--- src/rtl/core/tkri_pkg.sv ---
`timescale 1ns / 1ps

package tkri_pkg;

	// default list depth
	localparam int LIST_DEPTH = 10;

	// field widths
	localparam int ID_W   = 16;
	localparam int PTS_W  = 16;
	localparam int STP_W  = 16;
	localparam int RANK_W = 4;

	// one stored list entry
	typedef struct packed {
		logic [ID_W-1:0]  id;
		logic [PTS_W-1:0] pts;
		logic [STP_W-1:0] stp;
	} entry_t;

	// controller to datapath commands
	typedef struct packed {
		logic ins;   // insert the incoming entry, restart listing
		logic adv;   // listing transaction taken, step to next rank
	} cmd_t;

	// datapath to controller status
	typedef struct packed {
		logic last;  // the rank now presented is the final occupied one
	} status_t;

endpackage

--- src/rtl/core/tkri_ifs.sv ---
`timescale 1ns / 1ps

// input channel: one entry to insert
interface tkri_in_if;
	logic                          valid;
	logic                          ready;
	logic [tkri_pkg::ID_W-1:0]     player_id;
	logic [tkri_pkg::PTS_W-1:0]    points;
	logic [tkri_pkg::STP_W-1:0]    steps;

	modport source (output valid, output player_id, output points, output steps,
		input ready);
	modport sink (input valid, input player_id, input points, input steps,
		output ready);
endinterface

// output channel: one ranked entry of the listing
interface tkri_out_if;
	logic                          valid;
	logic                          ready;
	logic [tkri_pkg::RANK_W-1:0]   rank;
	logic [tkri_pkg::ID_W-1:0]     entry_id;
	logic [tkri_pkg::PTS_W-1:0]    entry_points;
	logic [tkri_pkg::STP_W-1:0]    entry_steps;
	logic                          last;

	modport source (output valid, output rank, output entry_id, output entry_points,
		output entry_steps, output last, input ready);
	modport sink (input valid, input rank, input entry_id, input entry_points,
		input entry_steps, input last, output ready);
endinterface

--- src/rtl/core/top_k_ranked_insert_core.sv ---
`timescale 1ns / 1ps

// ranked list of up to LIST_DEPTH entries (id, points, steps), best first.
// in_ch carries one entry per transaction; it is placed by points, then
// steps, both higher first, below any exact tie; a full list drops its
// lowest entry (the new one if it ranks last).
// after each insert, out_ch carries the whole list, one transaction per
// occupied rank starting at rank 0, with last set on the final rank.
// in_ch.ready is high only while no listing is in progress: the insert
// happens at the accepting edge, the first listing transaction is offered
// on the next cycle, and the block takes the next entry the cycle after the
// last listing transaction. the single output port reads one rank per
// cycle while out_ch does not stall, as the occupied cells rotate past
// the head cell.
// when the receiver stalls, the current listing transaction holds steady.
// reset empties the list and returns to waiting for an entry.
module top_k_ranked_insert_core #(
	parameter int LIST_DEPTH = tkri_pkg::LIST_DEPTH
) (
	input  logic      clk,
	input  logic      arst_n,
	tkri_in_if.sink   in_ch,
	tkri_out_if.source out_ch
);

	tkri_pkg::cmd_t    cmd;
	tkri_pkg::status_t status;

	tkri_ctrl u_ctrl (
		.clk       (clk),
		.arst_n    (arst_n),
		.in_valid  (in_ch.valid),
		.in_ready  (in_ch.ready),
		.out_valid (out_ch.valid),
		.out_ready (out_ch.ready),
		.status    (status),
		.cmd       (cmd)
	);

	tkri_dp #(
		.LIST_DEPTH (LIST_DEPTH)
	) u_dp (
		.clk          (clk),
		.arst_n       (arst_n),
		.cmd          (cmd),
		.status       (status),
		.player_id    (in_ch.player_id),
		.points       (in_ch.points),
		.steps        (in_ch.steps),
		.rank         (out_ch.rank),
		.entry_id     (out_ch.entry_id),
		.entry_points (out_ch.entry_points),
		.entry_steps  (out_ch.entry_steps),
		.last         (out_ch.last)
	);

endmodule

--- src/rtl/core/tkri_ctrl.sv ---
`timescale 1ns / 1ps

module tkri_ctrl (
	input  logic              clk,
	input  logic              arst_n,
	input  logic              in_valid,
	output logic              in_ready,
	output logic              out_valid,
	input  logic              out_ready,
	input  tkri_pkg::status_t status,
	output tkri_pkg::cmd_t    cmd
);

	typedef enum logic [1:0] {
		ST_IDLE = 2'b01,
		ST_EMIT = 2'b10
	} state_t;

	state_t state_q;
	state_t state_nxt;

	// handshakes follow the state
	assign in_ready  = (state_q == ST_IDLE);
	assign out_valid = (state_q == ST_EMIT);
	assign cmd.ins   = in_valid && in_ready;
	assign cmd.adv   = out_valid && out_ready;

	// next state
	always_comb begin
		state_nxt = state_q;
		case (state_q)
			ST_IDLE: begin
				if (in_valid) state_nxt = ST_EMIT;
			end
			ST_EMIT: begin
				if (out_ready && status.last) state_nxt = ST_IDLE;
			end
			default: begin
				state_nxt = ST_IDLE;
			end
		endcase
	end

	always_ff @(posedge clk or negedge arst_n) begin
		if (!arst_n) begin
			state_q <= ST_IDLE;
		end else begin
			state_q <= state_nxt;
		end
	end

endmodule

--- src/rtl/core/tkri_dp.sv ---
`timescale 1ns / 1ps

module tkri_dp #(
	parameter int LIST_DEPTH = tkri_pkg::LIST_DEPTH
) (
	input  logic                         clk,
	input  logic                         arst_n,
	input  tkri_pkg::cmd_t               cmd,
	output tkri_pkg::status_t            status,
	input  logic [tkri_pkg::ID_W-1:0]    player_id,
	input  logic [tkri_pkg::PTS_W-1:0]   points,
	input  logic [tkri_pkg::STP_W-1:0]   steps,
	output logic [tkri_pkg::RANK_W-1:0]  rank,
	output logic [tkri_pkg::ID_W-1:0]    entry_id,
	output logic [tkri_pkg::PTS_W-1:0]   entry_points,
	output logic [tkri_pkg::STP_W-1:0]   entry_steps,
	output logic                         last
);

	localparam int FW = $clog2(LIST_DEPTH + 1);
	localparam int IW = (LIST_DEPTH > 1) ? $clog2(LIST_DEPTH) : 1;

	tkri_pkg::entry_t entry_q [LIST_DEPTH];
	logic [FW-1:0]    fill_q;
	logic [IW-1:0]    rank_q;
	logic [LIST_DEPTH-1:0] hit;
	tkri_pkg::entry_t new_entry;

	assign new_entry = '{id: player_id, pts: points, stp: steps};

	// per cell: empty, or strictly beaten by the new entry
	genvar k;
	generate
		for (k = 0; k < LIST_DEPTH; k++) begin : g_cell
			logic             valid_c;
			logic             beats_c;
			logic             first_hit;
			tkri_pkg::entry_t ins_nxt;
			tkri_pkg::entry_t rot_nxt;

			assign valid_c = (FW'(k) < fill_q);
			assign beats_c = {points, steps} > {entry_q[k].pts, entry_q[k].stp};
			assign hit[k]  = !valid_c || beats_c;

			// insert: keep above the slot, place at it, shift down below it
			if (k == 0) begin : g_head
				assign first_hit = hit[0];
				assign ins_nxt   = hit[0] ? new_entry : entry_q[0];
			end else begin : g_body
				assign first_hit = hit[k] && !hit[k-1];
				assign ins_nxt   = first_hit ? new_entry :
					(hit[k] ? entry_q[k-1] : entry_q[k]);
			end

			// listing: rotate the occupied prefix up by one, head wraps to the tail
			if (k == LIST_DEPTH - 1) begin : g_tail
				assign rot_nxt = entry_q[0];
			end else begin : g_mid
				assign rot_nxt = (FW'(k + 1) < fill_q) ? entry_q[k+1] : entry_q[0];
			end

			always_ff @(posedge clk) begin
				if (cmd.ins) begin
					entry_q[k] <= ins_nxt;
				end else if (cmd.adv) begin
					entry_q[k] <= rot_nxt;
				end
			end
		end
	endgenerate

	// fill count and listing rank
	always_ff @(posedge clk or negedge arst_n) begin
		if (!arst_n) begin
			fill_q <= '0;
			rank_q <= '0;
		end else begin
			if (cmd.ins) begin
				rank_q <= '0;
				if (fill_q != FW'(LIST_DEPTH)) fill_q <= fill_q + FW'(1);
			end else if (cmd.adv) begin
				rank_q <= rank_q + IW'(1);
			end
		end
	end

	// listing output always comes from the head cell
	assign last         = ((FW'(rank_q) + FW'(1)) == fill_q);
	assign status.last  = last;
	assign rank         = tkri_pkg::RANK_W'(rank_q);
	assign entry_id     = entry_q[0].id;
	assign entry_points = entry_q[0].pts;
	assign entry_steps  = entry_q[0].stp;

endmodule
--- src/flat_wrapper.sv ---
// flat-port wrapper written by rule: the top's interface ports become plain ports
module top_k_ranked_insert_core_flat 
#(
	parameter int LIST_DEPTH = tkri_pkg::LIST_DEPTH
)
  (clk, arst_n, in_ch_valid, in_ch_player_id, in_ch_points, in_ch_steps, in_ch_ready, out_ch_valid, out_ch_rank, out_ch_entry_id, out_ch_entry_points, out_ch_entry_steps, out_ch_last, out_ch_ready);
  tkri_in_if in_ch_i ();
  tkri_out_if out_ch_i ();
  input  logic clk;
  input  logic arst_n;
  input wire logic [$bits(in_ch_i.valid)-1:0] in_ch_valid;
  input wire logic [$bits(in_ch_i.player_id)-1:0] in_ch_player_id;
  input wire logic [$bits(in_ch_i.points)-1:0] in_ch_points;
  input wire logic [$bits(in_ch_i.steps)-1:0] in_ch_steps;
  output wire logic [$bits(in_ch_i.ready)-1:0] in_ch_ready;
  output wire logic [$bits(out_ch_i.valid)-1:0] out_ch_valid;
  output wire logic [$bits(out_ch_i.rank)-1:0] out_ch_rank;
  output wire logic [$bits(out_ch_i.entry_id)-1:0] out_ch_entry_id;
  output wire logic [$bits(out_ch_i.entry_points)-1:0] out_ch_entry_points;
  output wire logic [$bits(out_ch_i.entry_steps)-1:0] out_ch_entry_steps;
  output wire logic [$bits(out_ch_i.last)-1:0] out_ch_last;
  input wire logic [$bits(out_ch_i.ready)-1:0] out_ch_ready;
  assign in_ch_i.valid = in_ch_valid;
  assign in_ch_i.player_id = in_ch_player_id;
  assign in_ch_i.points = in_ch_points;
  assign in_ch_i.steps = in_ch_steps;
  assign in_ch_ready = in_ch_i.ready;
  assign out_ch_valid = out_ch_i.valid;
  assign out_ch_rank = out_ch_i.rank;
  assign out_ch_entry_id = out_ch_i.entry_id;
  assign out_ch_entry_points = out_ch_i.entry_points;
  assign out_ch_entry_steps = out_ch_i.entry_steps;
  assign out_ch_last = out_ch_i.last;
  assign out_ch_i.ready = out_ch_ready;
  top_k_ranked_insert_core #(.LIST_DEPTH(LIST_DEPTH)) u_core (.clk(clk), .arst_n(arst_n), .in_ch(in_ch_i), .out_ch(out_ch_i));
endmodule
--- config.mk ---
export PLATFORM = sky130hd
export DESIGN_NAME = top_k_ranked_insert_core_flat
export DESIGN_NICKNAME = d
export VERILOG_FILES = /design/src/rtl/core/tkri_pkg.sv /design/src/rtl/core/tkri_ifs.sv /design/src/rtl/core/top_k_ranked_insert_core.sv /design/src/rtl/core/tkri_ctrl.sv /design/src/rtl/core/tkri_dp.sv /design/src/flat_wrapper.sv
export SDC_FILE = /design/constraint.sdc
export NUM_CORES = 2
export LEC_CHECK = 0
export ABC_AREA = 1
export BUFFER_PORTS_ARGS = -buffer_cell sky130_fd_sc_hd__buf_2
export CAP_MARGIN = 20
export CORE_MARGIN = 3
export CORE_UTILIZATION = 40
export DETAILED_ROUTE_END_ITERATION = 10
export SYNTH_ARGS = -nofsm -noshare
export SYNTH_HDL_FRONTEND = slang
export SYNTH_SLANG_ARGS = --single-unit
--- constraint.sdc ---
create_clock -name clk -period 7.62 [get_ports clk]
set_clock_uncertainty 0.2 [all_clocks]
set_input_delay 0 -clock clk [delete_from_list [all_inputs] [get_ports clk]]
set_output_delay 0 -clock clk [all_outputs]
set_load 0.005 [all_outputs]
==> summary.txt <==
Critical path
  – CP arrival: 5120 ps
  – Crit path max fanout: 33
  – R2r setup slk: ~2800 ps
  – Nature of the critical path startpoint: flip-flop
  – Kind of critical path: flip-flop to flip-flop
  – CP Capture Type: flip-flop
  – CP required: 7940 ps

Logic synthesis
  – Syn avg cell area: 7.256 um^2
  – Post-synthesis adder-cell area fraction: 10.64%
  – Mux cell area share after synthesis: 0%
  – Cells after Synth: around 5,300
  – Syn_nets: 5,627
  – Post-Syn Area: 38,100 um^2
  – XOR/XNOR share of the synthesized area: 0.1149%
  – Cell variety after synth: 34
  – Flops & latches, synth: 490
  – Main combinational cell family by area after synthesis: simple AND/OR/NAND/NOR gates
  – Ys flop type: edfxtp_1
  – Complex-gate fraction of the synthesized area: between 10% and 20%
  – Post-synth EDFFs: 480
  – Ys async rst share: 2.041%
  – Seq/Total Area, Yosys: 38.49%
  – Post-Synth Simple-Gate Area: 30.07%
  – Yosys warns: 0

Timing
  – Final setup fails: 0
  – Worst setup margin: 2823 ps
  – Fin crit period: 4797 ps
  – Tcrit/Tclk final: between 60% and 70%
  – TNS Setup: 0 ps
  – Max-slew violations: 0
  – Final hold vios: 0
  – Slew margin rel.: between 20% and 30%
  – RSZ-0062 raised after global routing: false
  – Tightest Pin Transition: 1135 ps
  – FMAX: between 0.2 and 0.25 GHz

Drt
  – Post-DR wirelength/cell: 23.15 um
  – # DRC: 0
  – 1st-iter DRT viols: approximately 5,000
  – Post-DR vias/cell: 5.813
  – Final ANT Viol Nets: 0
  – 1st-pass router iterations: 6
  – Routed via count: around 38,000
  – Routed WL: 151,200 um

Clocking
  – CTS Buf Count: 61
  – Clk sink count: a little under 500
  – Max clock buf depth: 3
  – Clock transition at path regs: 60 ps
  – Worst-skew pair later-pin latency: approximately 660 ps
  – CTS Root Cell: clkbuf_16
  – CTS tree: done
  – # Post-CTS Setup Buffers: 0
  – H-tree depth: 2

Placement
  – IO buf count: 106
  – Post-DP Area: 39,680 um^2
  – Pre-CTS setup slack: 3013 ps
  – Post-DP HPWL: 93,740 um
  – Placed instance count: approximately 6,400
  – RD Place Congestion: 0.9380

GRT
  – Largest net degree at the start of global routing: 201
  – Number of global-route vias before repair: ~35,000
  – Number of antenna violations at the first check in global routing: 0
  – First-pass GRT wire length: 224,100 um
  – Overflow after GRT: 0
  – Global-route usage over all layers: between 20% and 30%

Die
  – Die width: 314.6 um
  – Die Y: 314.6 um
  – Row count: between 100 and 150
  – Core area: 93,890 um^2
  – Die area: between 90,000 and 100,000 um^2
  – Initial Util: 40.58%
  – I/O pin count: 107

Finish
  – Antenna diodes: 0
  – Finished Layout Cells: between 6,000 and 7,000
  – Nets: 5,604
  – Commonest non-fill, non-tap cells in the layout: 1,401 x nand2_1, 891 x nand3_1, 584 x inv_1, 480 x edfxtp_1, 408 x a21oi_1
  – Share of cells above drive strength 1: 5.798%
  – Final instance area: 42,320 um^2
  – Syn-to-layout area delta: 11.06%
  – Most common cell after layout, fill and taps aside: nand2_1

Run status
  – Status: finished clean

Power and ir drop
  – Pwr Total: 0.02000 W
  – Leak: 20.09 nW
  – Power density cells: 472.6 nW/um^2
  – IR drop worst, VDD: slightly above 500 uV

Min path
  – Hold crit path type: primary input to flip-flop

Run
  – Max_cap viols: 0
-- stage by stage --
step	util [%]	hold slack [ps]
after CTS	45.05	7.657
final	45.07	19.72
after global placement	42.17	-288.9
after floorplan	-	-495.6
after detailed placement	42.27	-287.8
after global routing	45.07	47.63
-- worst max-delay path: stages (launching register included) --
cell and delay, ps:
edfxtp_1 340, inv_1 70, ha_1 290, nand2_1 80, nor2_1 180, nand4_1 230
nor2_1 300, nand2_1 160, a21oi_4 620, buf_4 690, nand2_2 620, buf_4 520
nand2_1 130, nand3_1 70, nand2_1 90
-- report_power, final --
group	switching, W	internal, W	leakage (nW)
Sequential	0.000556	0.00499	4.56
Combinational	0.00859	0.00287	14.6
Clock	0.00127	0.00172	0.950
-- per-layer routing --
layer  part of all wire (%)  wire length [um]  up-vias  GRT usage [%]
met3                     11             17360      374          6.181
met2                     44             66300     2249          46.22
met4                    4.8              7318        0          13.42
met5                      0                 0        -              0
met1                     40             60250    17727          39.88
li1                       -                 -    17623              -
-- cells by family (layout without fill, tap and decap cells) --
family	after synthesis	in the layout
adder cells (fa/ha/maj)	324	324
AO/OA/AOI/OAI	785	785
XOR/XNOR	5	5
buffers and inverters	964	991
AND/OR/NAND/NOR	2683	2683
flip-flops	490	490
-- flip-flops by register name, summed over array words and instances (netlist names) --
name / cells
u_core.u_dp.entry_q: 480
u_core.u_ctrl.state_q: 2
u_core.u_dp.fill_q: 4
u_core.u_dp.rank: 4
-- cell usage after synthesis, types with 2 or more instances --
library cell | n | area share, %
a21o_1 | 11 | 0.22
a21oi_1 | 410 | 5.4
a21oi_2 | 7 | 0.16
a31oi_1 | 65 | 1.1
buf_1 | 26 | 0.26
buf_2 | 70 | 0.92
buf_4 | 6 | 0.12
buf_6 | 6 | 0.18
clkbuf_1 | 217 | 2.1
clkinv_1 | 48 | 0.47
dfrtp_1 | 9 | 0.59
edfxtp_1 | 480 | 38
ha_1 | 324 | 11
inv_1 | 587 | 5.8
inv_2 | 4 | 0.039
nand2_1 | 1421 | 14
nand3_1 | 891 | 12
nand3b_1 | 3 | 0.059
nand4_1 | 22 | 0.36
nor2_1 | 207 | 2.0
nor3_1 | 134 | 1.8
nor3b_2 | 3 | 0.099
o21a_1 | 13 | 0.26
o21ai_0 | 274 | 3.6
xnor2_1 | 2 | 0.046
xor2_1 | 3 | 0.069
-- cell type report --
class	count	area (um^2)
fill	9569	51570
multi-input combinational	3797	19930
sequential	490	14670
inverter	639	2404
timing repair buffer	239	1789
clock buffer	74	1575
tap	1254	1569
clock inverter	39	379.1
-- final timing paths --
path,end,depth (start not counted),from
setup / recovery,u_core.u_dp.entry_q[2][1],14,u_core.u_dp.entry_q[1][7]
hold / removal,u_core.u_dp.entry_q[0][47],4,in_ch_player_id[15]
setup reg to reg,u_core.u_dp.entry_q[2][1],14,u_core.u_dp.entry_q[1][7]
hold reg to reg,u_core.u_dp.rank[3],2,u_core.u_dp.rank[3]
max in group asynchronous,u_core.u_dp.fill_q[3],3,arst_n
min in group asynchronous,u_core.u_dp.fill_q[2],3,arst_n
-- repair_timing --
| item | CTS | global route |
|---|---|---|
| hold buffers | 66 | 0 |
| gates resized for setup | 0 | 0 |
| hold endpoints to repair | 454 | 0 |
No activity file was read; power rests on OpenSTA's default activity.
